$ cat config.mk
export PLATFORM = sky130hd
export DESIGN_NAME = key_matrix_change_events_core_flat
export DESIGN_NICKNAME = d
export VERILOG_FILES = /design/src/hdl/kmce_pkg.sv /design/src/hdl/kmce_if.sv /design/src/hdl/kmce_row_mem.sv /design/src/hdl/kmce_scanner.sv /design/src/hdl/key_matrix_change_events_core.sv /design/src/flat_wrapper.sv
export SDC_FILE = /design/constraint.sdc
export NUM_CORES = 1
export LEC_CHECK = 0
export ABC_AREA = 1
export BUFFER_PORTS_ARGS = -buffer_cell sky130_fd_sc_hd__buf_2
export CAP_MARGIN = 5
export CORE_MARGIN = 5
export CORE_UTILIZATION = 55
export DETAILED_ROUTE_END_ITERATION = 10
export GPL_ROUTABILITY_DRIVEN = 0
export PLACE_DENSITY = 0.74
export SLEW_MARGIN = 20
export SYNTH_ARGS = -nofsm -noshare
export SYNTH_HDL_FRONTEND = slang
export SYNTH_SLANG_ARGS = --single-unit
$ cat constraint.sdc
create_clock -name clock -period 9.5 [get_ports clock]
set_clock_uncertainty 0.1 [all_clocks]
set_input_delay 1.425 -clock clock [delete_from_list [all_inputs] [get_ports clock]]
set_output_delay 1.425 -clock clock [all_outputs]
set_load 0.02 [all_outputs]
$ cat src/hdl/kmce_pkg.sv
// Package with the shared constants and types of the key matrix change detector.
package kmce_pkg;

   // Matrix geometry limits and the default populated size.
   localparam int KMCE_MAX_DIM     = 8;
   localparam int KMCE_DEF_LINES   = 8;
   localparam int KMCE_DEF_COLUMNS = 8;

   // Snapshot and key code widths.
   localparam int KMCE_SCAN_W   = 64;
   localparam int KMCE_CODE_W   = 7;
   localparam int KMCE_IDX_W    = 3;
   localparam int KMCE_STRIDE_W = 3;

   // Sequencer states, one-hot coded.
   typedef enum logic [4:0] {
      ST_IDLE  = 5'b00001,
      ST_READ  = 5'b00010,
      ST_LATCH = 5'b00100,
      ST_WALK  = 5'b01000,
      ST_FLUSH = 5'b10000
   } kmce_state_type;

   // Access to the row memory, sized for the largest matrix.
   typedef struct packed {
      logic                    rd_en;
      logic                    wr_en;
      logic [KMCE_IDX_W-1:0]   addr;
      logic [KMCE_MAX_DIM-1:0] data;
   } kmce_mem_req_type;

endpackage

$ cat src/hdl/kmce_if.sv
// Stream interfaces for the matrix snapshot input and the key event output.
interface kmce_req_if;
   logic                          valid;
   logic                          ready;
   logic [kmce_pkg::KMCE_SCAN_W-1:0] scan_bits;

   modport source (output valid, output scan_bits, input ready);
   modport sink   (input valid, input scan_bits, output ready);
endinterface

interface kmce_rsp_if;
   logic                          valid;
   logic                          ready;
   logic [kmce_pkg::KMCE_CODE_W-1:0] key_code;
   logic                          now_pressed;
   logic                          last_event;

   modport source (output valid, output key_code, output now_pressed, output last_event,
                   input ready);
   modport sink   (input valid, input key_code, input now_pressed, input last_event,
                   output ready);
endinterface

$ cat src/hdl/kmce_row_mem.sv
// Row memory that keeps the previous state of every matrix line.
module kmce_row_mem #(
   parameter int LINES   = kmce_pkg::KMCE_DEF_LINES,
   parameter int COLUMNS = kmce_pkg::KMCE_DEF_COLUMNS
) (
   input  logic                       clock,
   input  logic                       reset,
   input  kmce_pkg::kmce_mem_req_type mem_req,
   output logic [COLUMNS-1:0]         rd_data
);

   localparam int LINE_W = (LINES > 1) ? $clog2(LINES) : 1;

   logic [COLUMNS-1:0] row_mem [LINES];
   logic [LINES-1:0]   valid_ff;
   logic [LINES-1:0]   valid_in;
   logic [COLUMNS-1:0] rd_data_ff;
   logic [LINE_W-1:0]  addr;

   assign addr = mem_req.addr[LINE_W-1:0];

   // A row that was never written since reset reads as all released.
   always_comb begin
      valid_in = valid_ff;
      if (mem_req.wr_en) begin
         valid_in[addr] = 1'b1;
      end
   end

   always_ff @(posedge clock) begin
      if (reset) begin
         valid_ff <= '0;
      end else begin
         valid_ff <= valid_in;
      end
   end

   // Synchronous write and registered read.
   always_ff @(posedge clock) begin
      if (mem_req.wr_en) begin
         row_mem[addr] <= mem_req.data[COLUMNS-1:0];
      end
      if (mem_req.rd_en) begin
         rd_data_ff <= valid_ff[addr] ? row_mem[addr] : '0;
      end
   end

   assign rd_data = rd_data_ff;

endmodule

$ cat src/hdl/kmce_scanner.sv
// Sequencer that walks the matrix line by line and serializes key events.
module kmce_scanner #(
   parameter int LINES   = kmce_pkg::KMCE_DEF_LINES,
   parameter int COLUMNS = kmce_pkg::KMCE_DEF_COLUMNS
) (
   input  logic                       clock,
   input  logic                       reset,
   kmce_req_if.sink                   req_chan,
   kmce_rsp_if.source                 rsp_chan,
   output kmce_pkg::kmce_mem_req_type mem_req,
   input  logic [COLUMNS-1:0]         rd_data
);

   localparam int LINE_W = (LINES > 1) ? $clog2(LINES) : 1;
   localparam int COL_W  = (COLUMNS > 1) ? $clog2(COLUMNS) : 1;
   localparam int IDX_W  = kmce_pkg::KMCE_IDX_W;
   localparam int CODE_W = kmce_pkg::KMCE_CODE_W;
   localparam int BASE_W = IDX_W + kmce_pkg::KMCE_STRIDE_W;

   kmce_pkg::kmce_state_type state_ff, state_in;

   logic [kmce_pkg::KMCE_SCAN_W-1:0] scan_ff, scan_in;
   logic [LINE_W-1:0]  line_ff, line_in;
   logic [COL_W-1:0]   col_ff, col_in;
   logic [COLUMNS-1:0] diff_ff, diff_in;
   logic               pend_valid_ff, pend_valid_in;
   logic [CODE_W-1:0]  pend_code_ff, pend_code_in;
   logic               pend_press_ff, pend_press_in;
   logic               out_valid_ff, out_valid_in;
   logic [CODE_W-1:0]  out_code_ff, out_code_in;
   logic               out_press_ff, out_press_in;
   logic               out_last_ff, out_last_in;

   logic [BASE_W-1:0]  row_base;
   logic [COLUMNS-1:0] now_row;
   logic               out_free;
   logic               cur_hit;
   logic [CODE_W-1:0]  cur_code;
   logic               last_col;
   logic               last_line;

   // Current line of the stored snapshot and the key under the column pointer.
   assign row_base  = {IDX_W'(line_ff), {kmce_pkg::KMCE_STRIDE_W{1'b0}}};
   assign now_row   = scan_ff[row_base +: COLUMNS];
   assign cur_hit   = diff_ff[col_ff];
   assign cur_code  = {IDX_W'(line_ff), 1'b0, IDX_W'(col_ff)};
   assign last_col  = (col_ff == COL_W'(COLUMNS - 1));
   assign last_line = (line_ff == LINE_W'(LINES - 1));
   assign out_free  = !out_valid_ff || rsp_chan.ready;

   assign req_chan.ready = (state_ff == kmce_pkg::ST_IDLE);

   // Sequencer: read a line, compare it, write it back, then walk its columns.
   // One event is held back so that the final one of a scan can be marked.
   always_comb begin
      state_in      = state_ff;
      scan_in       = scan_ff;
      line_in       = line_ff;
      col_in        = col_ff;
      diff_in       = diff_ff;
      pend_valid_in = pend_valid_ff;
      pend_code_in  = pend_code_ff;
      pend_press_in = pend_press_ff;
      out_valid_in  = out_valid_ff && !rsp_chan.ready;
      out_code_in   = out_code_ff;
      out_press_in  = out_press_ff;
      out_last_in   = out_last_ff;
      mem_req       = '0;

      case (state_ff)
         kmce_pkg::ST_IDLE: begin
            if (req_chan.valid) begin
               scan_in       = req_chan.scan_bits;
               line_in       = '0;
               pend_valid_in = 1'b0;
               state_in      = kmce_pkg::ST_READ;
            end
         end
         kmce_pkg::ST_READ: begin
            mem_req.rd_en = 1'b1;
            mem_req.addr  = IDX_W'(line_ff);
            state_in      = kmce_pkg::ST_LATCH;
         end
         kmce_pkg::ST_LATCH: begin
            mem_req.wr_en = 1'b1;
            mem_req.addr  = IDX_W'(line_ff);
            mem_req.data  = kmce_pkg::KMCE_MAX_DIM'(now_row);
            diff_in       = now_row ^ rd_data;
            col_in        = '0;
            state_in      = kmce_pkg::ST_WALK;
         end
         kmce_pkg::ST_WALK: begin
            if (!(cur_hit && pend_valid_ff && !out_free)) begin
               if (cur_hit) begin
                  if (pend_valid_ff) begin
                     out_valid_in = 1'b1;
                     out_code_in  = pend_code_ff;
                     out_press_in = pend_press_ff;
                     out_last_in  = 1'b0;
                  end
                  pend_valid_in = 1'b1;
                  pend_code_in  = cur_code;
                  pend_press_in = now_row[col_ff];
               end
               if (last_col) begin
                  if (last_line) begin
                     state_in = kmce_pkg::ST_FLUSH;
                  end else begin
                     line_in  = line_ff + LINE_W'(1);
                     state_in = kmce_pkg::ST_READ;
                  end
               end else begin
                  col_in = col_ff + COL_W'(1);
               end
            end
         end
         kmce_pkg::ST_FLUSH: begin
            if (!pend_valid_ff) begin
               state_in = kmce_pkg::ST_IDLE;
            end else if (out_free) begin
               out_valid_in  = 1'b1;
               out_code_in   = pend_code_ff;
               out_press_in  = pend_press_ff;
               out_last_in   = 1'b1;
               pend_valid_in = 1'b0;
               state_in      = kmce_pkg::ST_IDLE;
            end
         end
         default: begin
            state_in = kmce_pkg::ST_IDLE;
         end
      endcase
   end

   // Control state.
   always_ff @(posedge clock) begin
      if (reset) begin
         state_ff      <= kmce_pkg::ST_IDLE;
         pend_valid_ff <= 1'b0;
         out_valid_ff  <= 1'b0;
      end else begin
         state_ff      <= state_in;
         pend_valid_ff <= pend_valid_in;
         out_valid_ff  <= out_valid_in;
      end
   end

   // Payload and walk position.
   always_ff @(posedge clock) begin
      scan_ff       <= scan_in;
      line_ff       <= line_in;
      col_ff        <= col_in;
      diff_ff       <= diff_in;
      pend_code_ff  <= pend_code_in;
      pend_press_ff <= pend_press_in;
      out_code_ff   <= out_code_in;
      out_press_ff  <= out_press_in;
      out_last_ff   <= out_last_in;
   end

   assign rsp_chan.valid       = out_valid_ff;
   assign rsp_chan.key_code    = out_code_ff;
   assign rsp_chan.now_pressed = out_press_ff;
   assign rsp_chan.last_event  = out_last_ff;

endmodule

$ cat src/hdl/key_matrix_change_events_core.sv
// Top level of the key matrix change detector.
//
//   Channel    Dir  Payload                               Transfer
//   req_chan   in   scan_bits[63:0]                       valid & ready
//   rsp_chan   out  key_code[6:0], now_pressed, last_event valid & ready
//
// One snapshot is walked line by line before the next one can be transferred:
// a memory read, a compare and write-back, then one column per cycle, then a
// flush state. A stalled result holds the walk only when a further event is
// found, and holds the final flush. Reset clears all rows to released at once.
module key_matrix_change_events_core #(
   parameter int LINES   = kmce_pkg::KMCE_DEF_LINES,
   parameter int COLUMNS = kmce_pkg::KMCE_DEF_COLUMNS
) (
   input  logic       clock,
   input  logic       reset,
   kmce_req_if.sink   req_chan,
   kmce_rsp_if.source rsp_chan
);

   // Populated size, limited to the largest matrix a snapshot can carry.
   localparam int EFF_LINES   =
      (LINES > kmce_pkg::KMCE_MAX_DIM) ? kmce_pkg::KMCE_MAX_DIM : LINES;
   localparam int EFF_COLUMNS =
      (COLUMNS > kmce_pkg::KMCE_MAX_DIM) ? kmce_pkg::KMCE_MAX_DIM : COLUMNS;

   kmce_pkg::kmce_mem_req_type mem_req;
   logic [EFF_COLUMNS-1:0]     rd_data;

   // Event sequencer.
   kmce_scanner #(
      .LINES   (EFF_LINES),
      .COLUMNS (EFF_COLUMNS)
   ) u_scanner (
      .clock    (clock),
      .reset    (reset),
      .req_chan (req_chan),
      .rsp_chan (rsp_chan),
      .mem_req  (mem_req),
      .rd_data  (rd_data)
   );

   // Previous matrix, one row per line.
   kmce_row_mem #(
      .LINES   (EFF_LINES),
      .COLUMNS (EFF_COLUMNS)
   ) u_row_mem (
      .clock   (clock),
      .reset   (reset),
      .mem_req (mem_req),
      .rd_data (rd_data)
   );

endmodule

$ cat src/flat_wrapper.sv
// flat-port wrapper written by rule: the top's interface ports become plain ports
module key_matrix_change_events_core_flat 
#(
   parameter int LINES   = kmce_pkg::KMCE_DEF_LINES,
   parameter int COLUMNS = kmce_pkg::KMCE_DEF_COLUMNS
)
  (clock, reset, req_chan_valid, req_chan_scan_bits, req_chan_ready, rsp_chan_valid, rsp_chan_key_code, rsp_chan_now_pressed, rsp_chan_last_event, rsp_chan_ready);
  kmce_req_if req_chan_i ();
  kmce_rsp_if rsp_chan_i ();
  input  logic clock;
  input  logic reset;
  input wire logic [$bits(req_chan_i.valid)-1:0] req_chan_valid;
  input wire logic [$bits(req_chan_i.scan_bits)-1:0] req_chan_scan_bits;
  output wire logic [$bits(req_chan_i.ready)-1:0] req_chan_ready;
  output wire logic [$bits(rsp_chan_i.valid)-1:0] rsp_chan_valid;
  output wire logic [$bits(rsp_chan_i.key_code)-1:0] rsp_chan_key_code;
  output wire logic [$bits(rsp_chan_i.now_pressed)-1:0] rsp_chan_now_pressed;
  output wire logic [$bits(rsp_chan_i.last_event)-1:0] rsp_chan_last_event;
  input wire logic [$bits(rsp_chan_i.ready)-1:0] rsp_chan_ready;
  assign req_chan_i.valid = req_chan_valid;
  assign req_chan_i.scan_bits = req_chan_scan_bits;
  assign req_chan_ready = req_chan_i.ready;
  assign rsp_chan_valid = rsp_chan_i.valid;
  assign rsp_chan_key_code = rsp_chan_i.key_code;
  assign rsp_chan_now_pressed = rsp_chan_i.now_pressed;
  assign rsp_chan_last_event = rsp_chan_i.last_event;
  assign rsp_chan_i.ready = rsp_chan_ready;
  key_matrix_change_events_core #(.LINES(LINES), .COLUMNS(COLUMNS)) u_core (.clock(clock), .reset(reset), .req_chan(req_chan_i), .rsp_chan(rsp_chan_i));
endmodule
==> impl_metrics.tcl <==
set metrics [dict create \
    outcome "finished clean" \
    synth_area_leaders "edfxtp_1 (66%), nor2_1 (5.7%), nand2_1 (4.8%), dfxtp_1 (4.0%), inv_1 (3.6%)" \
    p_leak_nw 3.50 \
    startpoint_type "register" \
    start_util_pct 56.3 \
    cpPeakStageDelay_ns 0.34 \
    fillers 1000 \
    tightest_slew_ns 0.875 \
    overflow 0 \
    first_pass_iters 5 \
    ys_ff_latch 180 \
    worst_path_max_delay_cell "dfxtp_1" \
    clock-sinks 180 \
    synth_warnings 0 \
    hold_viol 0 \
    final_cell_mix "edfxtp_1 (165), nor2_1 (113), nand2_1 (96)" \
    maxCapViolCount 0 \
    syn_nets 732 \
    rsz0062_at_grt "no" \
    antenna_found_initial 0 \
    cts-buffers-inserted 17 \
    cts_resized 0 \
    fin_crit_sh_pct 32.7 \
    synth_top_area_cell "edfxtp_1" \
    synth_area_sq_um 7490 \
    dieArea_sq_um 16100 \
    drc_errors 0 \
    area_delta_synth_final_pct 13.3 \
    clk_latency_ns 0.43 \
    yosysSeqAreaShare_pct 70.2 \
    critical_path_arrival_ns 1.58 \
    fp.dieW_microns 127 \
    cts_max_path_buffers 2 \
    endpoint_kind "output pin" \
    std_cell_rows 42 \
    syn-instance-count 660 \
    num-nets-final 803 \
    powerDensity_nw_per_um2 259 \
    cts_tree "yes" \
    final_common_cell "edfxtp_1" \
    relSlewSlack_pct 41.6 \
    synth_cell_type_count 30 \
    hold_buffers 0 \
    die_h_microns 127 \
    synth_top_area_share_pct 66.1 \
    cts.clk_slew.worst_paths_ns 0.06 \
    antenna_left 0 \
    drive_above_1_share_pct 16.3 \
    cts-root-buf "clkbuf_16" \
    grt_pass1_vias 4812 \
    total_power_mw 2.20 \
    drt_iter0_markers 472 \
    setup_violations 0 \
    place_hpwl_microns 10500 \
    finalMaxSlewViolations 0 \
    vias_per_cell 5.33 \
    finalSetupTns_ns 0 \
    place_ws_ns 6.47 \
    coreArea_sq_um 13300 \
    cp_cell_sequence "nor2_2, nand4_1, inv_1, buf_2" \
    io_pins 79 \
    wirelength_microns 15300 \
    grt_first_pass_wirelength_microns 24800 \
    fmax_ghz 0.322 \
    vias 4894 \
    portBuffers 77 \
    vdd_drop_max_mv 0.141 \
    diodes 0 \
    worst_ep_required_time_ns 7.98 \
    cts_setup_buffers 0 \
    syn_area_per_cell_sq_um 11.3 \
    dp.cells 888 \
    grt_usage_pct 20.0 \
    path_max_fanout 4 \
    cts_htree_levels 4 \
    wl_per_cell_microns 16.6 \
    min_path_type "register to register" \
    grt_max_degree 65 \
    finalCriticalPeriod_ns 3.11 \
    fin_hold_ws_ns 0.318 \
    worstSetupPathType "register to output pin" \
    instances_no_fill 919 \
    fin_ws_ns 6.39 \
]
[kinds of logic (layout without fill, tap and decap cells)]
kind of cell               Yosys count  after routing  synth area share [%]
AOI/OAI and AO/OA                   83             83                  6.20
xor gates and xnor gates             8              8                 0.935
adders and majority gates            4              4                 0.668
buffers and inverters              105            188                  6.15
DFF                                180            180                  70.2
other                                1              1                0.0501
and+or+nand+nor                    279            279                  15.9
[power breakdown]
part	total, mW	internal, mW	switching [mW]
registers	1.05	1.00	0.0481
clock network	0.634	0.358	0.276
logic	0.515	0.150	0.364
total	2.20	1.51	0.689
[state kept, by name, summed over array words and instances (netlist names)]
signal                                 flops
u_core.u_row_mem.rd_data                   8
u_core.u_scanner.col_ff                    3
u_core.u_scanner.line_ff                   3
u_core.u_scanner.rsp_chan.valid            1
u_core.u_row_mem.valid_ff                  8
u_core.u_scanner.rsp_chan.now_pressed      1
u_core.u_scanner.rsp_chan.last_event       1
u_core.u_scanner.rsp_chan.key_code         6
u_core.u_row_mem.row_mem                  64
u_core.u_scanner.pend_press_ff             1
u_core.u_scanner.diff_ff                   8
u_core.u_scanner.pend_valid_ff             1
u_core.u_scanner.scan_ff                  64
u_core.u_scanner.state_ff                  5
u_core.u_scanner.pend_code_ff              6
[cell usage after synthesis]
cell type	instances
conb_1	1
dfxtp_1	15
ha_1	4
nor2_4	1
nand2_1	96
nor3_1	2
nand4_1	5
nand3_1	44
a21oi_1	15
inv_1	72
buf_6	5
clkbuf_1	7
buf_2	11
xnor2_1	8
nand3_2	1
nand3b_1	8
clkinv_1	1
buf_4	4
nor2_2	5
nor2_1	114
o211ai_1	17
nand4_2	1
inv_2	3
o21ai_1	10
o21ai_0	39
buf_1	2
edfxtp_1	165
o2111ai_1	1
o21a_1	1
nand2_2	2
[worst max-delay path, delay by kind of cell (launching register included)]
family | cells | cell delay, ns
DFF | 1 | 0.34
and+or+nand+nor | 2 | 0.41
buffers and inverters | 2 | 0.40
[per-stage QoR]
step,utilization [%],instance area [sq um]
after floorplan,-,7490
after global placement,59.9,7960
after detailed placement,59.9,7960
after CTS,63.8,8480
after global routing,63.8,8480
final,63.8,8480
[cell type report]
| cell class | count | area, sq um | area share [%] |
|---|---|---|---|
| multi-input combinational | 375 | 1780 | 21.0 |
| inverter | 76 | 285 | 3.36 |
| sequential | 180 | 5260 | 61.9 |
| clock buffer | 22 | 444 | 5.24 |
| tap | 176 | 220 | 2.60 |
| clock inverter | 9 | 81.3 | 0.959 |
| timing repair buffer | 81 | 415 | 4.90 |
[per-layer routing]
metal  up-vias  wire [microns]  global-route usage, %
li1       2381               -                      -
met1      2347            6180                   25.9
met2       145            7910                   33.4
met3        21             880                   4.67
met4         0             294                   6.69
met5         -               0                      0
[final timing paths]
kind                                              start                                               to  slack, ns  cells past startpoint
max           u_core.u_scanner.state_ff[2]$_SDFFE_PP0P_                                   req_chan_ready       6.39                      4
min          u_core.u_scanner.pend_code_ff[6]$_DFFE_PP_  u_core.u_scanner.rsp_chan.key_code[6]$_DFFE_PP_       0.32                      0
max reg2reg   u_core.u_scanner.line_ff[0]$_SDFFCE_PN0P_         u_core.u_scanner.pend_press_ff$_DFFE_PP_       6.39                     10
min reg2reg  u_core.u_scanner.pend_code_ff[6]$_DFFE_PP_  u_core.u_scanner.rsp_chan.key_code[6]$_DFFE_PP_       0.32                      0
Note: power is estimated with default switching activity, not from simulation.
